$ cat config.mk
export PLATFORM = sky130hd
export DESIGN_NAME = line_edit_buffer_top
export DESIGN_NICKNAME = d
export VERILOG_FILES = /design/src/leb_pkg.sv /design/src/leb_ctrl.sv /design/src/leb_datapath.sv /design/src/line_edit_buffer_top.sv
export SDC_FILE = /design/constraint.sdc
export NUM_CORES = 1
export LEC_CHECK = 0
export ABC_AREA = 1
export BUFFER_PORTS_ARGS = -buffer_cell sky130_fd_sc_hd__clkbuf_2
export CAP_MARGIN = 15
export CORE_MARGIN = 4
export CORE_UTILIZATION = 48
export CTS_CLUSTER_SIZE = 10
export DETAILED_ROUTE_END_ITERATION = 8
export PLACE_DENSITY = 0.62
export SETUP_SLACK_MARGIN = 0.4
export SYNTH_ARGS = -nofsm -noshare
export SYNTH_HDL_FRONTEND = slang
export SYNTH_SLANG_ARGS = --single-unit
$ cat constraint.sdc
create_clock -name clk_i -period 7.1 [get_ports clk_i]
set_input_delay 0.355 -clock clk_i [delete_from_list [all_inputs] [get_ports clk_i]]
set_output_delay 0.355 -clock clk_i [all_outputs]
set_load 0.005 [all_outputs]
$ cat src/leb_pkg.sv
// Shared types, constants and key decoding for the line edit buffer.
`timescale 1ns / 1ps
`default_nettype none

package leb_pkg;

  localparam int CAPACITY = 64;
  localparam int AW       = (CAPACITY > 1) ? $clog2(CAPACITY) : 1;
  localparam int LW       = 7;

  localparam logic [7:0] KEY_ESC   = 8'd27;
  localparam logic [7:0] KEY_DEL   = 8'd127;
  localparam logic [7:0] KEY_NL    = 8'd10;
  localparam logic [7:0] KEY_LBR   = 8'h5B;
  localparam logic [7:0] KEY_UP    = 8'h41;
  localparam logic [7:0] KEY_DOWN  = 8'h42;
  localparam logic [7:0] KEY_RIGHT = 8'h43;
  localparam logic [7:0] KEY_LEFT  = 8'h44;
  localparam logic [7:0] KEY_THREE = 8'h33;
  localparam logic [7:0] KEY_TILDE = 8'h7E;
  localparam logic [7:0] PRINT_LO  = 8'd32;
  localparam logic [7:0] PRINT_HI  = 8'd126;

  typedef enum logic [2:0] {
    ACT_NONE, ACT_INSERT, ACT_DELETE, ACT_LEFT,
    ACT_RIGHT, ACT_LINECHAR, ACT_EMPTY, ACT_FULL
  } act_e;

  typedef enum logic [2:0] {
    KIND_NOP, KIND_RIGHT, KIND_LEFT, KIND_NL, KIND_DEL, KIND_DELKEY, KIND_PRINT
  } kind_e;

  typedef enum logic [1:0] {
    CH_ZERO, CH_KEY, CH_MEM
  } char_sel_e;

  typedef enum logic [2:0] {
    ST_IDLE, ST_DECODE, ST_SHIFT, ST_FINISH, ST_READOUT
  } state_e;

  typedef struct packed {
    logic [7:0] key_byte0;
    logic [7:0] key_byte1;
    logic [7:0] key_byte2;
    logic [7:0] key_byte3;
  } key_t;

  typedef struct packed {
    act_e          action;
    logic [7:0]    out_char;
    logic [LW-1:0] cursor_pos;
    logic [LW-1:0] line_length;
    logic          last;
  } result_t;

  typedef struct packed {
    logic      load_key;
    logic      shift_start;
    logic      shift_insert;
    logic      shift_run;
    logic      place;
    logic      cur_inc;
    logic      cur_dec;
    logic      len_dec;
    logic      ro_start;
    logic      ro_next;
    logic      emit;
    act_e      emit_act;
    char_sel_e emit_char;
    logic      emit_last;
  } cmd_t;

  typedef struct packed {
    kind_e kind;
    logic  cur_zero;
    logic  cur_lt_len;
    logic  len_zero;
    logic  len_full;
    logic  shift_done;
    logic  out_free;
    logic  ro_last;
  } status_t;

  // Priority: up/down, right, left, newline, DEL, delete key, printable.
  function automatic kind_e decode_key(key_t k);
    logic  esc;
    kind_e kind;
    esc  = (k.key_byte0 == KEY_ESC) && (k.key_byte1 == KEY_LBR);
    kind = KIND_NOP;
    if (esc && (k.key_byte2 == KEY_UP || k.key_byte2 == KEY_DOWN)) begin
      kind = KIND_NOP;
    end else if (esc && k.key_byte2 == KEY_RIGHT) begin
      kind = KIND_RIGHT;
    end else if (esc && k.key_byte2 == KEY_LEFT) begin
      kind = KIND_LEFT;
    end else if (k.key_byte0 == KEY_NL) begin
      kind = KIND_NL;
    end else if (k.key_byte0 == KEY_DEL) begin
      kind = KIND_DEL;
    end else if (esc && k.key_byte2 == KEY_THREE && k.key_byte3 == KEY_TILDE) begin
      kind = KIND_DELKEY;
    end else if (k.key_byte0 >= PRINT_LO && k.key_byte0 <= PRINT_HI) begin
      kind = KIND_PRINT;
    end
    return kind;
  endfunction

endpackage

`default_nettype wire

$ cat src/leb_ctrl.sv
// Sequencing state machine of the line edit buffer.
`timescale 1ns / 1ps
`default_nettype none

module leb_ctrl (
  input  wire              clk_i,
  input  wire              rst_ni,
  input  wire              in_valid_i,
  output logic             in_stall_o,
  input  leb_pkg::status_t status_i,
  output leb_pkg::cmd_t    cmd_o
);
  import leb_pkg::*;

  state_e state_q, state_d;

  always_ff @(posedge clk_i or negedge rst_ni) begin
    if (!rst_ni) begin
      state_q <= ST_IDLE;
    end else begin
      state_q <= state_d;
    end
  end

  always_comb begin
    state_d    = state_q;
    cmd_o      = '0;
    cmd_o.emit_act  = ACT_NONE;
    cmd_o.emit_char = CH_ZERO;
    in_stall_o = (state_q != ST_IDLE);
    case (state_q)
      ST_IDLE: begin
        if (in_valid_i) begin
          cmd_o.load_key = 1'b1;
          state_d        = ST_DECODE;
        end
      end
      ST_DECODE: begin
        case (status_i.kind)
          KIND_RIGHT: begin
            if (status_i.out_free) begin
              cmd_o.emit      = 1'b1;
              cmd_o.emit_last = 1'b1;
              if (status_i.cur_lt_len) begin
                cmd_o.cur_inc  = 1'b1;
                cmd_o.emit_act = ACT_RIGHT;
              end
              state_d = ST_IDLE;
            end
          end
          KIND_LEFT: begin
            if (status_i.out_free) begin
              cmd_o.emit      = 1'b1;
              cmd_o.emit_last = 1'b1;
              if (!status_i.cur_zero) begin
                cmd_o.cur_dec  = 1'b1;
                cmd_o.emit_act = ACT_LEFT;
              end
              state_d = ST_IDLE;
            end
          end
          KIND_NL: begin
            if (!status_i.len_zero) begin
              cmd_o.ro_start = 1'b1;
              state_d        = ST_READOUT;
            end else if (status_i.out_free) begin
              cmd_o.emit      = 1'b1;
              cmd_o.emit_act  = ACT_EMPTY;
              cmd_o.emit_last = 1'b1;
              state_d         = ST_IDLE;
            end
          end
          KIND_DEL: begin
            // after a left step a character always lies at the cursor
            if (!status_i.cur_zero) begin
              if (status_i.out_free) begin
                cmd_o.cur_dec     = 1'b1;
                cmd_o.emit        = 1'b1;
                cmd_o.emit_act    = ACT_LEFT;
                cmd_o.shift_start = 1'b1;
                state_d           = ST_SHIFT;
              end
            end else if (!status_i.len_zero) begin
              cmd_o.shift_start = 1'b1;
              state_d           = ST_SHIFT;
            end else if (status_i.out_free) begin
              cmd_o.emit      = 1'b1;
              cmd_o.emit_last = 1'b1;
              state_d         = ST_IDLE;
            end
          end
          KIND_DELKEY: begin
            if (status_i.cur_lt_len) begin
              cmd_o.shift_start = 1'b1;
              state_d           = ST_SHIFT;
            end else if (status_i.out_free) begin
              cmd_o.emit      = 1'b1;
              cmd_o.emit_last = 1'b1;
              state_d         = ST_IDLE;
            end
          end
          KIND_PRINT: begin
            if (!status_i.len_full) begin
              cmd_o.shift_start  = 1'b1;
              cmd_o.shift_insert = 1'b1;
              state_d            = ST_SHIFT;
            end else if (status_i.out_free) begin
              cmd_o.emit      = 1'b1;
              cmd_o.emit_act  = ACT_FULL;
              cmd_o.emit_char = CH_KEY;
              cmd_o.emit_last = 1'b1;
              state_d         = ST_IDLE;
            end
          end
          default: begin
            if (status_i.out_free) begin
              cmd_o.emit      = 1'b1;
              cmd_o.emit_last = 1'b1;
              state_d         = ST_IDLE;
            end
          end
        endcase
      end
      ST_SHIFT: begin
        cmd_o.shift_run = 1'b1;
        if (status_i.shift_done) begin
          state_d = ST_FINISH;
        end
      end
      ST_FINISH: begin
        if (status_i.out_free) begin
          cmd_o.emit      = 1'b1;
          cmd_o.emit_last = 1'b1;
          if (status_i.kind == KIND_PRINT) begin
            cmd_o.place     = 1'b1;
            cmd_o.emit_act  = ACT_INSERT;
            cmd_o.emit_char = CH_KEY;
          end else begin
            cmd_o.len_dec  = 1'b1;
            cmd_o.emit_act = ACT_DELETE;
          end
          state_d = ST_IDLE;
        end
      end
      ST_READOUT: begin
        if (status_i.out_free) begin
          cmd_o.emit      = 1'b1;
          cmd_o.emit_act  = ACT_LINECHAR;
          cmd_o.emit_char = CH_MEM;
          cmd_o.emit_last = status_i.ro_last;
          if (status_i.ro_last) begin
            state_d = ST_IDLE;
          end else begin
            cmd_o.ro_next = 1'b1;
          end
        end
      end
      default: begin
        state_d = ST_IDLE;
      end
    endcase
  end

endmodule

`default_nettype wire

$ cat src/leb_datapath.sv
// Line store, cursor and length registers, shift engine and result register.
`timescale 1ns / 1ps
`default_nettype none

module leb_datapath (
  input  wire               clk_i,
  input  wire               rst_ni,
  input  leb_pkg::key_t     in_data_i,
  input  leb_pkg::cmd_t     cmd_i,
  output leb_pkg::status_t  status_o,
  output logic              out_valid_o,
  input  wire               out_stall_i,
  output leb_pkg::result_t  out_data_o
);
  import leb_pkg::*;

  logic [7:0]    mem [CAPACITY];
  logic [7:0]    rd_q;
  key_t          key_q;
  logic [LW-1:0] cursor_q, cursor_d;
  logic [LW-1:0] len_q, len_d;
  logic [LW-1:0] ptr_q, ptr_d;
  logic [LW-1:0] cnt_q, cnt_d;
  logic          insert_q, insert_d;
  logic          wr_pend_q, wr_pend_d;
  logic [AW-1:0] wr_addr_q, wr_addr_d;
  logic          out_valid_q, out_valid_d;
  result_t       out_q, out_d;
  logic          rd_en;
  logic [AW-1:0] rd_addr;
  logic          mem_we;
  logic [AW-1:0] mem_waddr;
  logic [7:0]    mem_wdata;
  logic          out_free;
  logic [LW-1:0] ptr_step;

  assign out_free = !out_valid_q || !out_stall_i;

  always_comb begin
    cursor_d = cursor_q;
    if (cmd_i.cur_inc || cmd_i.place) begin
      cursor_d = cursor_q + 7'd1;
    end else if (cmd_i.cur_dec) begin
      cursor_d = cursor_q - 7'd1;
    end
    len_d = len_q;
    if (cmd_i.place) begin
      len_d = len_q + 7'd1;
    end else if (cmd_i.len_dec) begin
      len_d = len_q - 7'd1;
    end
  end

  // shift engine: read source at ptr, write it one place over next cycle
  always_comb begin
    ptr_d     = ptr_q;
    cnt_d     = cnt_q;
    insert_d  = insert_q;
    wr_pend_d = 1'b0;
    wr_addr_d = wr_addr_q;
    rd_en     = 1'b0;
    rd_addr   = ptr_q[AW-1:0];
    ptr_step  = insert_q ? (ptr_q - 7'd1) : (ptr_q + 7'd1);
    if (cmd_i.shift_start) begin
      insert_d = cmd_i.shift_insert;
      if (cmd_i.shift_insert) begin
        ptr_d = len_q - 7'd1;
        cnt_d = len_q - cursor_d;
      end else begin
        ptr_d = cursor_d + 7'd1;
        cnt_d = len_q - cursor_d - 7'd1;
      end
    end else if (cmd_i.shift_run && cnt_q != '0) begin
      rd_en     = 1'b1;
      rd_addr   = ptr_q[AW-1:0];
      ptr_d     = ptr_step;
      cnt_d     = cnt_q - 7'd1;
      wr_pend_d = 1'b1;
      wr_addr_d = insert_q ? AW'(ptr_q + 7'd1) : AW'(ptr_q - 7'd1);
    end else if (cmd_i.ro_start) begin
      rd_en   = 1'b1;
      rd_addr = '0;
      ptr_d   = '0;
    end else if (cmd_i.ro_next) begin
      rd_en   = 1'b1;
      ptr_d   = ptr_q + 7'd1;
      rd_addr = ptr_d[AW-1:0];
    end
  end

  assign mem_we    = cmd_i.place || wr_pend_q;
  assign mem_waddr = cmd_i.place ? cursor_q[AW-1:0] : wr_addr_q;
  assign mem_wdata = cmd_i.place ? key_q.key_byte0 : rd_q;

  always_ff @(posedge clk_i) begin
    if (mem_we) begin
      mem[mem_waddr] <= mem_wdata;
    end
    if (rd_en) begin
      rd_q <= mem[rd_addr];
    end
    if (cmd_i.load_key) begin
      key_q <= in_data_i;
    end
    if (cmd_i.emit) begin
      out_q <= out_d;
    end
  end

  always_comb begin
    out_d.action      = cmd_i.emit_act;
    out_d.cursor_pos  = cursor_d;
    out_d.line_length = len_d;
    out_d.last        = cmd_i.emit_last;
    case (cmd_i.emit_char)
      CH_KEY:  out_d.out_char = key_q.key_byte0;
      CH_MEM:  out_d.out_char = rd_q;
      default: out_d.out_char = 8'd0;
    endcase
    out_valid_d = out_valid_q;
    if (cmd_i.emit) begin
      out_valid_d = 1'b1;
    end else if (!out_stall_i) begin
      out_valid_d = 1'b0;
    end
  end

  always_ff @(posedge clk_i or negedge rst_ni) begin
    if (!rst_ni) begin
      cursor_q    <= '0;
      len_q       <= '0;
      ptr_q       <= '0;
      cnt_q       <= '0;
      insert_q    <= 1'b0;
      wr_pend_q   <= 1'b0;
      wr_addr_q   <= '0;
      out_valid_q <= 1'b0;
    end else begin
      cursor_q    <= cursor_d;
      len_q       <= len_d;
      ptr_q       <= ptr_d;
      cnt_q       <= cnt_d;
      insert_q    <= insert_d;
      wr_pend_q   <= wr_pend_d;
      wr_addr_q   <= wr_addr_d;
      out_valid_q <= out_valid_d;
    end
  end

  always_comb begin
    status_o.kind       = decode_key(key_q);
    status_o.cur_zero   = (cursor_q == '0);
    status_o.cur_lt_len = (cursor_q < len_q);
    status_o.len_zero   = (len_q == '0);
    status_o.len_full   = (len_q == LW'(CAPACITY));
    status_o.shift_done = (cnt_q == '0) && !wr_pend_q;
    status_o.out_free   = out_free;
    status_o.ro_last    = (7'(ptr_q + 7'd1) == len_q);
  end

  assign out_valid_o = out_valid_q;
  assign out_data_o  = out_q;

  a_cursor_bound: assert property (@(posedge clk_i) disable iff (!rst_ni)
    cursor_q <= len_q) else $error("cursor beyond line length");

  a_len_bound: assert property (@(posedge clk_i) disable iff (!rst_ni)
    len_q <= LW'(CAPACITY)) else $error("line length beyond capacity");

  a_place_no_clash: assert property (@(posedge clk_i) disable iff (!rst_ni)
    cmd_i.place |-> !wr_pend_q) else $error("char write collides with shift write");

  a_emit_slot: assert property (@(posedge clk_i) disable iff (!rst_ni)
    cmd_i.emit |-> out_free) else $error("result overwrites a beat not taken");

endmodule

`default_nettype wire

$ cat src/line_edit_buffer_top.sv
// Top level of the line edit buffer: controller plus datapath.
// Sequence: a cursor move or a refused/unknown key gives its single result
//   from the decode state; an insert or delete walks the tail in the shift
//   state and gives its last result from the finish state; a newline
//   readout gives one result per character of the line.
// Throughput: one key at a time; the next key is taken the cycle after the
//   last result is loaded into the output register.
// Reset: rst_ni asynchronous, active low; clears cursor, length and control.
`timescale 1ns / 1ps
`default_nettype none

module line_edit_buffer_top (
  input  wire               clk_i,
  input  wire               rst_ni,
  input  wire               in_valid_i,
  output logic              in_stall_o,
  input  leb_pkg::key_t     in_data_i,
  output logic              out_valid_o,
  input  wire               out_stall_i,
  output leb_pkg::result_t  out_data_o
);
  import leb_pkg::*;

  // Controller and datapath talk only through these two groups.
  cmd_t    cmd;
  status_t status;

  // The controller acts on the decoded key kind, orders the tail shift in the
  // line store, and emits each result beat once the output slot is free.
  leb_ctrl u_ctrl (
    .clk_i      (clk_i),
    .rst_ni     (rst_ni),
    .in_valid_i (in_valid_i),
    .in_stall_o (in_stall_o),
    .status_i   (status),
    .cmd_o      (cmd)
  );

  // The datapath holds the 64-byte line store (one write, one registered
  // read per cycle), moves one character per cycle during a shift, and
  // owns the output register that parts us from the downstream stall.
  leb_datapath u_datapath (
    .clk_i       (clk_i),
    .rst_ni      (rst_ni),
    .in_data_i   (in_data_i),
    .cmd_i       (cmd),
    .status_o    (status),
    .out_valid_o (out_valid_o),
    .out_stall_i (out_stall_i),
    .out_data_o  (out_data_o)
  );

endmodule

`default_nettype wire
==> impl_metrics.env <==
export IMPL_drive_above_1_share_pct=7.78
export IMPL_cts_tree="yes"
export IMPL_end_kind="register"
export IMPL_dr_pass1_iters=6
export IMPL_clock_root_buffer="clkbuf_16"
export IMPL_cp_slowest_cell="dfrtp_1"
export IMPL_initial_core_util_pct=48.6
export IMPL_cts_sinks=618
export IMPL_power_density_nw_per_um2=226
export IMPL_routed_via_density=5.57
export IMPL_path_class="reg -> reg"
export IMPL_grt_max_degree=185
export IMPL_die_x_um=253
export IMPL_ys_seq_area_share_pct=63.7
export IMPL_hold_viol_final=0
export IMPL_clk_path_buf_depth=3
export IMPL_setup_violations=0
export IMPL_place_congestion=0.940
export IMPL_synth_edf_count=578
export IMPL_synth_cell_types=45
export IMPL_slew_headroom_pct=28.5
export IMPL_path_cells="inv_1 > ha_1 > inv_1 > nand2_1 > a21oi_1 > nand4_1 > nor2_1 > nand3_4 > nand3_2 > nand3_4 > inv_2 > buf_4 > nand2_1 > nand3_1 > nand3_1 > nand3_1 > nand3_1 > nand3_1 > nand2_1"
export IMPL_fin_worst_skew_ns=0.0247
export IMPL_rsz0062_at_grt="no"
export IMPL_cap_viol_max_count=0
export IMPL_post_dp_hpwl_mm=49.1
export IMPL_crit_top_cell="nand3_1"
export IMPL_ys_warn_count=0
export IMPL_routed_wl_mm=79.3
export IMPL_port_buffers=63
export IMPL_grt_overflow_total=0
export IMPL_grt_pass1_wl_mm=120
export IMPL_stdcell_count=3741
export IMPL_critPathLaunchType="register"
export IMPL_critPathRequiredTime_ns=7.45
export IMPL_async_flop_share_pct=6.47
export IMPL_hold_class="in -> reg"
export IMPL_grtUsageTotal_pct=24.5
export IMPL_cts_resized=0
export IMPL_dr_total_vias=20800
export IMPL_tns_ns=0
export IMPL_core_area_um2=59200
export IMPL_drt_iter0_drc=2334
export IMPL_synth_largest_area_cell="edfxtp_1"
export IMPL_postRouteAntennaNets=0
export IMPL_syn_area_per_cell_um2=10.0
export IMPL_total_leakage_power_nw=12.8
export IMPL_numCtsBuffers=73
export IMPL_slew_violations=0
export IMPL_synthFlopType="edfxtp_1"
export IMPL_antenna_found_initial=0
export IMPL_num_io_pins=64
export IMPL_fp_dieH_um=253
export IMPL_arrival_ns=5.37
export IMPL_dp_cells=3608
export IMPL_worst_pin_slew_ns=1.07
export IMPL_syn_to_final_growth_pct=11.4
export IMPL_fill_cells=5219
export IMPL_synth_top_area_share_pct=60.3
export IMPL_drc=0
export IMPL_rows=89
export IMPL_synth_cell_area_um2=28800
export IMPL_synth_nets=2941
export IMPL_min_period_over_period_pct=70.7
export IMPL_dieArea_um2=64000
export IMPL_status="completed"
export IMPL_cts_max_level=3
export IMPL_wl_per_cell_um=21.2
export IMPL_ys_ff_latch=618
export IMPL_nets=3004
export IMPL_path_max_fanout=46
export IMPL_clk_pin_slew_ns=0.06
export IMPL_clock_latency_ns=0.62
export IMPL_diodes=0
export IMPL_max_stage_delay_ns=0.59
export IMPL_synth_area_top_cells="edfxtp_1, nand2_1, nand3_1"
export IMPL_grt_pass1_vias=20000
export IMPL_syn_inst=2881
export IMPL_ir_drop_uv=173
export IMPL_fin_crit_ns=5.02
export IMPL_max_freq_ghz=0.199
==> cells in the mapped netlist, types with 4 or more instances <==
master    instances
o221ai_1          5
inv_1           454
nand3_1         416
o21ai_0          97
nor2_1          135
xnor2_1           5
clkbuf_1         47
nand4_1          99
nand2_1         713
a21oi_1          33
nand2_2           4
a31oi_1           6
inv_2            14
o21ai_1           5
a22oi_1           5
edfxtp_1        578
buf_2            72
buf_6             6
dfrtp_1          40
buf_4             8
xor2_1           30
nor3_1           21
o211ai_1         22
o211ai_2         18
ha_1             23
==> worst max-delay path: cells and delay by family (launching register included) <==
kind                     cells  cell delay [ns]
flip-flops                   1             0.59
AO/OA/AOI/OAI                1             0.15
AND/OR/NAND/NOR             13             2.25
buffers and inverters        4             1.24
adder cells (fa/ha/maj)      1             0.47
==> stage by stage <==
step / area [um2] / hold slack, ns / worst slack [ns] / power (mW) / util (%)
after global placement: 29700 / 0.462 / 2.11 / 4.02 / 50.2
after detailed placement: 29700 / 0.466 / 2.16 / 4.02 / 50.2
after global routing: 32100 / 0.116 / 1.83 / 7.46 / 54.2
after floorplan: 28800 / 0.0594 / 2.39 / 4.00 / -
after CTS: 32100 / 0.0651 / 2.14 / 7.31 / 54.1
final: 32100 / 0.107 / 2.08 / 7.25 / 54.2
==> path summary, 6_finish.rpt <==
path                                               from                       to  slack (ns)  cells past startpoint
worst max register to register      u_datapath.ptr_q[0]       u_datapath.rd_q[4]        2.08                     19
max in group asynchronous                        rst_ni        u_ctrl.state_q[0]        6.41                      3
worst max-delay path                u_datapath.ptr_q[0]       u_datapath.rd_q[4]        2.08                     19
min in group asynchronous                        rst_ni      u_datapath.len_q[0]        0.19                      2
worst min register to register  u_datapath.wr_addr_q[0]  u_datapath.wr_addr_q[0]        0.48                      2
worst min-delay path                        out_stall_i   u_datapath.out_valid_o        0.11                      3
==> report_power, final <==
part | internal [mW] | leakage (nW) | total, mW | switching (mW)
combinational | 0.0197 | 7.67 | 0.0324 | 0.0127
clock | 1.88 | 0.978 | 3.29 | 1.41
sequential | 3.93 | 4.15 | 3.93 | 0.0000000000000000167
total | 5.83 | 12.8 | 7.25 | 1.42
==> what timing repair did <==
action | 4_1_cts | 5_1_grt
hold buffers | 33 | 0
hold endpoints to repair | 72 | 0
buffers inserted | 0 | 0
==> layer usage <==
metal,global-route usage (%),wire length [um]
met4,9.31,3270
met2,39.6,36800
met1,33.7,33800
met3,4.15,5460
met5,0,0
==> cell usage in the layout (no fill, tap or decap), types with 6 or more instances in the layout <==
master | synthesis | routed
a21oi_1 | 33 | 33
a31oi_1 | 6 | 6
buf_4 | 8 | 23
clkbuf_1 | 47 | 14
clkbuf_16 | 0 | 74
clkbuf_2 | 0 | 63
dfrtp_1 | 40 | 40
dlygate4sd3_1 | 0 | 33
edfxtp_1 | 578 | 578
ha_1 | 23 | 23
inv_1 | 454 | 453
inv_2 | 14 | 14
nand2_1 | 713 | 712
nand3_1 | 416 | 416
nand4_1 | 99 | 99
nor2_1 | 135 | 134
nor3_1 | 21 | 21
o211ai_1 | 22 | 22
o211ai_2 | 18 | 18
o21ai_0 | 97 | 91
o21ai_4 | 0 | 7
xor2_1 | 30 | 30
==> flip-flops by register name, summed over array words and instances, names as in the netlist <==
register and count:
u_datapath.out_data_o 26, u_datapath.wr_pend_q 1, u_ctrl.state_q 3, u_datapath.rd_q 8, u_datapath.ptr_q 7, u_datapath.len_q 7, u_datapath.insert_q 1, u_datapath.mem 512
u_datapath.key_q 32, u_datapath.out_valid_o 1, u_datapath.cursor_q 7, u_datapath.cnt_q 7, u_datapath.wr_addr_q 6
==> cell families after synthesis <==
group	share of synthesized area (%)
adder cells (fa/ha/maj)	1.07
flip-flops	63.7
buffers and inverters	8.43
XOR/XNOR	1.06
AO/OA/AOI/OAI	4.41
AND/OR/NAND/NOR	21.3
==> cell type report <==
class	count	area (um2)	area share [%]
inverter	468	1760	5.48
clock buffer	88	1900	5.93
clock inverter	11	93.8	0.292
tap	773	967	3.01
multi-input combinational	1660	8110	25.3
sequential	618	18400	57.2
timing repair buffer	123	898	2.80
Note: power is estimated with default switching activity, not from simulation.
